[src/hdl/cuac_pkg.sv]
// ---------------------------------------------------------------------------
// cuac_pkg
// Shared types and codes of the card access controller.
// ---------------------------------------------------------------------------
package cuac_pkg;

	localparam int UID_W             = 32;
	localparam int TABLE_ENTRIES_DEF = 16;

	localparam logic [15:0] DOOR_OPEN_MS_RST = 16'd5000;
	localparam logic [15:0] ELAPSED_MAX      = 16'hFFFF;

	// request codes
	localparam logic [2:0] REQ_TICK   = 3'd0;
	localparam logic [2:0] REQ_LEARN  = 3'd1;
	localparam logic [2:0] REQ_REMOVE = 3'd2;
	localparam logic [2:0] REQ_CANCEL = 3'd3;
	localparam logic [2:0] REQ_CARD   = 3'd4;

	// result codes
	localparam logic [3:0] RC_NONE        = 4'd0;
	localparam logic [3:0] RC_GRANTED     = 4'd1;
	localparam logic [3:0] RC_DENIED      = 4'd2;
	localparam logic [3:0] RC_LEARNED     = 4'd3;
	localparam logic [3:0] RC_KNOWN       = 4'd4;
	localparam logic [3:0] RC_REMOVED     = 4'd5;
	localparam logic [3:0] RC_NOT_FOUND   = 4'd6;
	localparam logic [3:0] RC_FULL        = 4'd7;
	localparam logic [3:0] RC_AUTO_CLOSED = 4'd8;
	localparam logic [3:0] RC_ARMED       = 4'd9;

	// armed mode
	localparam logic [1:0] MODE_NORMAL = 2'd0;
	localparam logic [1:0] MODE_LEARN  = 2'd1;
	localparam logic [1:0] MODE_REMOVE = 2'd2;

	typedef struct packed {
		logic [2:0]       req_type;
		logic [UID_W-1:0] card_uid;
	} in_word_t;

	typedef struct packed {
		logic [3:0] result_code;
		logic       door_is_open;
	} out_word_t;

	// sequencer to search unit
	typedef struct packed {
		logic             start;
		logic [UID_W-1:0] uid;
	} match_req_t;

	// search unit to sequencer
	typedef struct packed {
		logic done;
		logic hit;
		logic free_found;
	} match_rsp_t;

endpackage

[src/hdl/cuac_ram.sv]
// ---------------------------------------------------------------------------
// cuac_ram
// Generic single write, single read RAM with registered read data.
// ---------------------------------------------------------------------------
module cuac_ram #(
	parameter int WIDTH  = 32,
	parameter int DEPTH  = 16,
	localparam int ADDR_W = (DEPTH > 1) ? $clog2(DEPTH) : 1
) (
	input  logic              clk,
	input  logic              wr_en,
	input  logic [ADDR_W-1:0] wr_addr,
	input  logic [WIDTH-1:0]  wr_data,
	input  logic              rd_en,
	input  logic [ADDR_W-1:0] rd_addr,
	output logic [WIDTH-1:0]  rd_data
);

	logic [WIDTH-1:0] mem_q [DEPTH];
	logic [WIDTH-1:0] rd_q;

	always_ff @(posedge clk) begin
		if (wr_en) begin
			mem_q[wr_addr] <= wr_data;
		end
		if (rd_en) begin
			rd_q <= mem_q[rd_addr];
		end
	end

	assign rd_data = rd_q;

endmodule

[src/hdl/cuac_match.sv]
// ---------------------------------------------------------------------------
// cuac_match
// Walks the UID table one entry a cycle through a single comparator and
// reports the first matching valid entry and the lowest free entry.
// ---------------------------------------------------------------------------
module cuac_match #(
	parameter int ENTRIES = cuac_pkg::TABLE_ENTRIES_DEF,
	localparam int IDX_W  = (ENTRIES > 1) ? $clog2(ENTRIES) : 1
) (
	input  logic                       clk,
	input  logic                       arst_n,
	input  cuac_pkg::match_req_t       req,
	input  logic [ENTRIES-1:0]         entry_valid,
	output logic                       rd_en,
	output logic [IDX_W-1:0]           rd_addr,
	input  logic [cuac_pkg::UID_W-1:0] rd_data,
	output cuac_pkg::match_rsp_t       rsp,
	output logic [IDX_W-1:0]           hit_idx,
	output logic [IDX_W-1:0]           free_idx
);

	import cuac_pkg::*;

	localparam int CNT_W = IDX_W;
	localparam logic [IDX_W-1:0] LAST_IDX = IDX_W'(ENTRIES - 1);

	logic             run_q;
	logic [CNT_W-1:0] cnt_q;
	logic             cmp_en_s1;
	logic [IDX_W-1:0] cmp_idx_s1;
	logic             hit_q;
	logic             free_q;
	logic             done_q;
	logic [IDX_W-1:0] hit_idx_q;
	logic [IDX_W-1:0] free_idx_q;
	logic             is_hit;
	logic             is_free;

	assign rd_en   = run_q;
	assign rd_addr = cnt_q[IDX_W-1:0];

	assign is_hit  = cmp_en_s1 && entry_valid[cmp_idx_s1] && (rd_data == req.uid);
	assign is_free = cmp_en_s1 && !entry_valid[cmp_idx_s1];

	always_ff @(posedge clk or negedge arst_n) begin
		if (!arst_n) begin
			run_q      <= 1'b0;
			cnt_q      <= '0;
			cmp_en_s1  <= 1'b0;
			cmp_idx_s1 <= '0;
			hit_q      <= 1'b0;
			free_q     <= 1'b0;
			done_q     <= 1'b0;
			hit_idx_q  <= '0;
			free_idx_q <= '0;
		end else begin
			done_q     <= cmp_en_s1 && (cmp_idx_s1 == LAST_IDX);
			cmp_en_s1  <= run_q;
			cmp_idx_s1 <= cnt_q[IDX_W-1:0];
			if (req.start) begin
				run_q  <= 1'b1;
				cnt_q  <= '0;
				hit_q  <= 1'b0;
				free_q <= 1'b0;
			end else if (run_q) begin
				cnt_q <= cnt_q + CNT_W'(1);
				if (cnt_q[IDX_W-1:0] == LAST_IDX) begin
					run_q <= 1'b0;
				end
			end
			// keep only the first hit and the lowest free slot
			if (is_hit && !hit_q) begin
				hit_q     <= 1'b1;
				hit_idx_q <= cmp_idx_s1;
			end
			if (is_free && !free_q) begin
				free_q     <= 1'b1;
				free_idx_q <= cmp_idx_s1;
			end
		end
	end

	assign rsp.done       = done_q;
	assign rsp.hit        = hit_q;
	assign rsp.free_found = free_q;
	assign hit_idx        = hit_idx_q;
	assign free_idx       = free_idx_q;

	a_start_idle: assert property (@(posedge clk) disable iff (!arst_n)
		req.start |-> !run_q && !cmp_en_s1)
		else $error("search restarted while a walk is in progress");

	a_done_after_walk: assert property (@(posedge clk) disable iff (!arst_n)
		done_q |-> !run_q && !cmp_en_s1)
		else $error("walk reported done with entries still in flight");

	a_hit_valid: assert property (@(posedge clk) disable iff (!arst_n)
		done_q && hit_q |-> entry_valid[hit_idx_q])
		else $error("reported hit on an invalid entry");

endmodule

[src/hdl/card_uid_access_controller_core.sv]
// ---------------------------------------------------------------------------
// card_uid_access_controller_core
// Door access controller: UID table, arming modes and auto-close timer.
// ---------------------------------------------------------------------------
// Tick, arm and cancel words commit on accept; their result goes through
// res_q to the output register. Card words walk the table one entry a cycle
// and commit when the walk ends, then take the same path. One word in
// flight; in_stall holds until its result is registered, longer while the
// output is stalled. Reset clears valid bits, mode, door, timer and open
// time (5000 ms); the UID store is not cleared.
module card_uid_access_controller_core #(
	parameter int TABLE_ENTRIES = cuac_pkg::TABLE_ENTRIES_DEF,
	localparam int IDX_W = (TABLE_ENTRIES > 1) ? $clog2(TABLE_ENTRIES) : 1
) (
	input  logic                clk,
	input  logic                arst_n,
	input  logic                in_valid,
	output logic                in_stall,
	input  cuac_pkg::in_word_t  in_data,
	output logic                out_valid,
	input  logic                out_stall,
	output cuac_pkg::out_word_t out_data,
	input  logic                cfg_valid,
	output logic                cfg_ready,
	input  logic [15:0]         cfg_data
);

	import cuac_pkg::*;

	localparam logic [1:0] ST_IDLE = 2'd0;
	localparam logic [1:0] ST_WALK = 2'd1;
	localparam logic [1:0] ST_OUT  = 2'd2;

	logic [1:0]               st_q;
	logic [UID_W-1:0]         uid_q;
	logic [TABLE_ENTRIES-1:0] valid_q;
	logic [1:0]               mode_q;
	logic                     door_q;
	logic [15:0]              elapsed_q;
	logic [15:0]              open_ms_q;
	out_word_t                res_q;
	logic                     out_valid_q;
	out_word_t                out_data_q;

	logic                     in_acc;
	logic                     out_load;
	logic                     commit;
	logic                     wr_en;
	logic [TABLE_ENTRIES-1:0] valid_d;
	logic [1:0]               mode_d;
	logic                     door_d;
	logic [15:0]              elapsed_d;
	logic [3:0]               rc_d;
	logic [15:0]              elapsed_inc;

	match_req_t               m_req;
	match_rsp_t               m_rsp;
	logic [IDX_W-1:0]         hit_idx;
	logic [IDX_W-1:0]         free_idx;
	logic                     rd_en;
	logic [IDX_W-1:0]         rd_addr;
	logic [UID_W-1:0]         rd_data;

	assign in_stall  = (st_q != ST_IDLE);
	assign in_acc    = in_valid && !in_stall;
	assign cfg_ready = 1'b1;
	assign out_load  = (st_q == ST_OUT) && (!out_valid_q || !out_stall);

	assign m_req.start = in_acc && (in_data.req_type == REQ_CARD);
	assign m_req.uid   = uid_q;

	assign elapsed_inc = (elapsed_q == ELAPSED_MAX) ? elapsed_q : elapsed_q + 16'd1;

	// state update: non-card words commit on accept, cards when the walk ends
	always_comb begin
		commit    = 1'b0;
		wr_en     = 1'b0;
		valid_d   = valid_q;
		mode_d    = mode_q;
		door_d    = door_q;
		elapsed_d = elapsed_q;
		rc_d      = RC_NONE;
		if (in_acc && (in_data.req_type != REQ_CARD)) begin
			commit = 1'b1;
			case (in_data.req_type)
				REQ_TICK: begin
					if (door_q) begin
						elapsed_d = elapsed_inc;
						if (elapsed_inc > open_ms_q) begin
							door_d = 1'b0;
							rc_d   = RC_AUTO_CLOSED;
						end
					end
				end
				REQ_LEARN: begin
					mode_d = MODE_LEARN;
					rc_d   = RC_ARMED;
				end
				REQ_REMOVE: begin
					mode_d = MODE_REMOVE;
					rc_d   = RC_ARMED;
				end
				REQ_CANCEL: begin
					mode_d = MODE_NORMAL;
				end
				default: begin
				end
			endcase
		end else if ((st_q == ST_WALK) && m_rsp.done) begin
			commit = 1'b1;
			mode_d = MODE_NORMAL;
			case (mode_q)
				MODE_LEARN: begin
					if (m_rsp.hit) begin
						rc_d = RC_KNOWN;
					end else if (m_rsp.free_found) begin
						wr_en             = 1'b1;
						valid_d[free_idx] = 1'b1;
						rc_d              = RC_LEARNED;
					end else begin
						rc_d = RC_FULL;
					end
				end
				MODE_REMOVE: begin
					if (m_rsp.hit) begin
						valid_d[hit_idx] = 1'b0;
						rc_d             = RC_REMOVED;
					end else begin
						rc_d = RC_NOT_FOUND;
					end
				end
				default: begin
					mode_d = mode_q;
					if (m_rsp.hit) begin
						door_d    = 1'b1;
						elapsed_d = '0;
						rc_d      = RC_GRANTED;
					end else begin
						rc_d = RC_DENIED;
					end
				end
			endcase
			// open time may have been shortened meanwhile
			if (door_d && (elapsed_d > open_ms_q)) begin
				door_d = 1'b0;
			end
		end
	end

	always_ff @(posedge clk or negedge arst_n) begin
		if (!arst_n) begin
			st_q        <= ST_IDLE;
			valid_q     <= '0;
			mode_q      <= MODE_NORMAL;
			door_q      <= 1'b0;
			elapsed_q   <= '0;
			open_ms_q   <= DOOR_OPEN_MS_RST;
			out_valid_q <= 1'b0;
		end else begin
			if (cfg_valid && cfg_ready) begin
				open_ms_q <= cfg_data;
			end
			if (commit) begin
				valid_q   <= valid_d;
				mode_q    <= mode_d;
				door_q    <= door_d;
				elapsed_q <= elapsed_d;
			end
			case (st_q)
				ST_IDLE: begin
					if (in_acc) begin
						st_q <= (in_data.req_type == REQ_CARD) ? ST_WALK : ST_OUT;
					end
				end
				ST_WALK: begin
					if (m_rsp.done) begin
						st_q <= ST_OUT;
					end
				end
				ST_OUT: begin
					if (out_load) begin
						st_q <= ST_IDLE;
					end
				end
				default: begin
					st_q <= ST_IDLE;
				end
			endcase
			if (out_load) begin
				out_valid_q <= 1'b1;
			end else if (!out_stall) begin
				out_valid_q <= 1'b0;
			end
		end
	end

	always_ff @(posedge clk) begin
		if (in_acc) begin
			uid_q <= in_data.card_uid;
		end
		if (commit) begin
			res_q.result_code  <= rc_d;
			res_q.door_is_open <= door_d;
		end
		if (out_load) begin
			out_data_q <= res_q;
		end
	end

	assign out_valid = out_valid_q;
	assign out_data  = out_data_q;

	cuac_match #(
		.ENTRIES (TABLE_ENTRIES)
	) u_match (
		.clk         (clk),
		.arst_n      (arst_n),
		.req         (m_req),
		.entry_valid (valid_q),
		.rd_en       (rd_en),
		.rd_addr     (rd_addr),
		.rd_data     (rd_data),
		.rsp         (m_rsp),
		.hit_idx     (hit_idx),
		.free_idx    (free_idx)
	);

	cuac_ram #(
		.WIDTH (UID_W),
		.DEPTH (TABLE_ENTRIES)
	) u_uid_ram (
		.clk     (clk),
		.wr_en   (wr_en),
		.wr_addr (free_idx),
		.wr_data (uid_q),
		.rd_en   (rd_en),
		.rd_addr (rd_addr),
		.rd_data (rd_data)
	);

	a_done_in_walk: assert property (@(posedge clk) disable iff (!arst_n)
		m_rsp.done |-> st_q == ST_WALK)
		else $error("search finished outside a card walk");

	a_open_by_grant: assert property (@(posedge clk) disable iff (!arst_n)
		commit && !door_q && door_d |-> rc_d == RC_GRANTED)
		else $error("door opened without a granted card");

	a_one_entry_change: assert property (@(posedge clk) disable iff (!arst_n)
		commit |-> $countones(valid_q ^ valid_d) <= 1)
		else $error("more than one table entry changed by one word");

	a_timer_idle_closed: assert property (@(posedge clk) disable iff (!arst_n)
		!door_q && commit && !door_d |-> elapsed_d == elapsed_q)
		else $error("open timer moved while the door was closed");

endmodule
[config.mk]
export PLATFORM = sky130hd
export DESIGN_NAME = card_uid_access_controller_core
export DESIGN_NICKNAME = d
export VERILOG_FILES = /design/src/hdl/cuac_pkg.sv /design/src/hdl/cuac_ram.sv /design/src/hdl/cuac_match.sv /design/src/hdl/card_uid_access_controller_core.sv
export SDC_FILE = /design/constraint.sdc
export NUM_CORES = 1
export LEC_CHECK = 0
export BUFFER_PORTS_ARGS = -buffer_cell sky130_fd_sc_hd__clkbuf_2
export CELL_PAD_IN_SITES_DETAIL_PLACEMENT = 1
export CELL_PAD_IN_SITES_GLOBAL_PLACEMENT = 1
export CORE_MARGIN = 4
export CORE_UTILIZATION = 55
export CTS_BUF_LIST = sky130_fd_sc_hd__clkbuf_4 sky130_fd_sc_hd__clkbuf_8
export DETAILED_ROUTE_END_ITERATION = 10
export MAX_ROUTING_LAYER = met4
export PLACE_DENSITY_LB_ADDON = 0.1
export SLEW_MARGIN = 25
export SYNTH_ARGS = -nofsm -noshare
export SYNTH_HDL_FRONTEND = slang
export SYNTH_SLANG_ARGS = --single-unit
[constraint.sdc]
create_clock -name clk -period 9.6 [get_ports clk]
set_clock_uncertainty 0.15 [all_clocks]
set_input_delay 0.48 -clock clk [delete_from_list [all_inputs] [get_ports clk]]
set_output_delay 0.48 -clock clk [all_outputs]
set_load 0.02 [all_outputs]
==> impl_metrics.toml <==
[outcome]
outcome = "complete, no violations"

[floorplan]
ios = 64
die_area_sq_um = 51580
die_w_microns = 227.1
start_util_pct = 55.43
core_area_sq_um = 47650
fp-row-count = 80
die_h_microns = 227.1

[global_route]
grt_usage_pct = 24.96
antenna_found_initial = 1
grt_max_degree = 68
first_global_vias = 14711
grt_pass1_wl_microns = 91860
gr-total-overflow = 0

[clocking]
clk_pin_slew_ns = 0.06
ctsLongestPathBuffers = 3
root_buffer = "clkbuf_8"
clk_latency_ns = 0.70
cts_resized = 0
htreeDepth = 3
cts_buffers = 106
cts.sinks = 661
cts_tree = "yes"

[place]
dpl.hpwl_microns = 31040
dp.cells = 1982
io_buffers = 62
place.gp.congestion = 0.8116

[yosys]
synth_nets = 1435
synth.area.top_cells = "edfxtp_1 67%, mux4_2 14%, dfrtp_1 6.6%, ha_1 1.7%, xnor2_1 1.3%"
synth_cells = 1343
synth_area_sq_um = 26410
syn_avg_cell_area_sq_um = 19.66
synthFlopType = "edfxtp_1"
synth_top_area_cell = "edfxtp_1"
synth_edf_count = 586
synth_top_area_share_pct = 66.64
ys_types = 54
ys_seq_area_share_pct = 73.77
ys_seq_elements = 661
yosys_warnings = 0
synth_async_sr_flop_share_pct = 11.35

[timing]
tightest_slew_ns = 1.053
slew_violations = 0
hold_viol_final = 0
max_freq_mhz = 231.9
period_needed_ns = 4.313
finalSetupViolCount = 0
hold_ws_ns = 0.08045
grt_setup_unrepaired = "false"
finalSetupTns_ns = 0
max_slew_margin_pct = 29.80
fin_crit_sh_pct = 44.92

[power_and_ir_drop]
worst_ir_drop_vdd_mv = 0.1622
p_int_mw = 5.527
comb_power_share_pct = 20.7
seqPwrFrac_pct = 48.8
p_switching_mw = 2.163
swShare_pct = 28.13
pwr-share-clk_pct = 30.5
power_density_nw_per_um2 = 255.0
p_leak_nw = 10.28

[worst_setup_path]
critPathBufInv = 0
path_class = "reg2reg"
path_cells = "ha_1 -> nand3_1 -> or2_2 -> nor3_1 -> nor3_1 -> nand2_1 -> xnor2_1 -> ha_1 -> a41oi_1 -> o21ai_0 -> a221o_1 -> a211oi_1 -> o21ai_0 -> a22oi_1"
cp_slowest_cell = "nor3_1"
worst-path-max-fanout = 10
endpoint_kind = "flip-flop"
startpoint_type = "flip-flop"
required_ns = 9.97
cp_data_arrival_time_ns = 4.68
max_stage_delay_ns = 0.58
cpLargestDelayFamily = "simple AND/OR/NAND/NOR gates"

[routing]
drc = 0
vias = 13524
postRouteAntennaNets = 0
post_drt_wl_per_cell_microns = 26.98
drt_iter0_markers = 1228
viasPerCell = 6.054
wl_microns = 60280
dr.pass1.iters = 6

[flow_run]
drv_cap = 0

[cells_and_area]
drive_gt1_share_pct = 28.24
fin_nets = 1621
fin_cells = 2234
syn2layout_area_growth_pct = 14.18

[min_path]
hold_class = "in2async"
-- Yosys cell counts (5+ instances only) --
cell        n
ha_1       36
a21oi_1    29
xnor2_1    40
nor2b_1     6
and2_1     15
dfstp_2     5
and3_1      6
clkbuf_1   40
nand2_1    56
nand3_1    18
o31ai_1     7
xor2_1      8
nor2_1     36
a21o_1     10
nand2b_1    5
a22o_1     10
nand4_1    19
mux2_2      9
edfxtp_1  586
nor3_1     15
mux4_2    161
buf_2      14
buf_1       6
dfrtp_1    70
a31oi_1    14
o21ai_0    43
inv_1      26
-- metal layers --
| metal | global-route usage, % | wire length, microns |
|---|---|---|
| met2 | 40.12 | 30300 |
| met5 | - | 0 |
| met1 | 34.00 | 25390 |
| met4 | 6.188 | 1174 |
| met3 | 4.526 | 3415 |
-- sequential cells by signal, indices dropped and copies added, names as in the netlist, 2 cells and up --
name and cells:
u_uid_ram.mem_q 512, u_uid_ram.rd_data 32, uid_q 32, elapsed_q 16
open_ms_q 16, valid_q 16, out_data 5, res_q 5
u_match.cmp_idx_s1 4, u_match.free_idx 4, u_match.hit_idx 4, u_match.rd_addr 4
mode_q 2, st_q 2
-- path summary, 6_finish.rpt --
path                            cells after the start    startpoint                 end  slack (ns)
worst min-delay path                                2        arst_n          valid_q[0]        0.08
min in group clk                                    4   in_data[34]           mode_q[0]        0.10
worst max-delay path                               14  elapsed_q[0]            res_q[0]        5.29
worst max register to register                     14  elapsed_q[0]            res_q[0]        5.29
worst min register to register                      0      res_q[2]         out_data[2]        0.27
max in group asynchronous                           3        arst_n  u_match.rd_addr[0]        8.14
-- layout make-up --
class	instances	area, sq um
Sequential cell	661	19490
Clock inverter	62	369.1
Multi-Input combinational cell	593	6674
Tap cell	615	769.5
Inverter	26	97.59
Clock buffer	135	1708
Fill cell	4073	17490
Timing Repair Buffer	141	1041
Antenna cell	1	2.502
-- power by group through the flow --
stage	Combinational [mW]	Clock, mW	Sequential [mW]
after floorplan	1.31	0	3.62
after global placement	1.57	0	3.80
after detailed placement	1.60	0	3.82
after CTS	1.62	2.41	3.76
after global routing	1.72	2.56	3.80
final	1.59	2.34	3.75
-- stage by stage --
step | util (%) | total power, mW | instance area, sq um | setup slack (ns)
after floorplan | - | 4.934 | 26410 | 5.492
after global placement | 57.79 | 5.371 | 27530 | 5.409
after detailed placement | 57.79 | 5.414 | 27530 | 5.307
after CTS | 63.28 | 7.790 | 30150 | 5.287
after global routing | 63.29 | 8.075 | 30150 | 4.952
final | 63.29 | 7.690 | 30150 | 5.287
-- what timing repair did --
item                                    4_1_cts  5_1_grt
hold buffers                                 54        0
endpoints found under the setup margin        0        0
hold endpoints to repair                     73        0
buffers inserted                              0        0
-- placed cells by master, fill, tap and decap left out, types with 36 or more instances in the layout --
master	synthesis	routed
dlygate4sd3_1	0	54
clkbuf_2	1	61
xnor2_1	40	40
nand2_1	56	56
edfxtp_1	586	586
ha_1	36	36
dfrtp_1	70	65
mux4_2	161	161
clkbuf_8	0	111
o21ai_0	43	43
-- cell families (layout without fill, tap and decap cells) --
family | count (synthesis) | in the layout | share of synthesized area [%]
flops | 661 | 661 | 73.77
compound gates | 135 | 135 | 3.189
mux | 175 | 175 | 14.55
other cells | 1 | 2 | 0.01420
xor+xnor | 48 | 48 | 1.592
fa+ha+maj | 36 | 36 | 1.706
simple gates | 198 | 198 | 3.805
buf+inv | 89 | 364 | 1.379
Power figures use the tool's default switching activity.
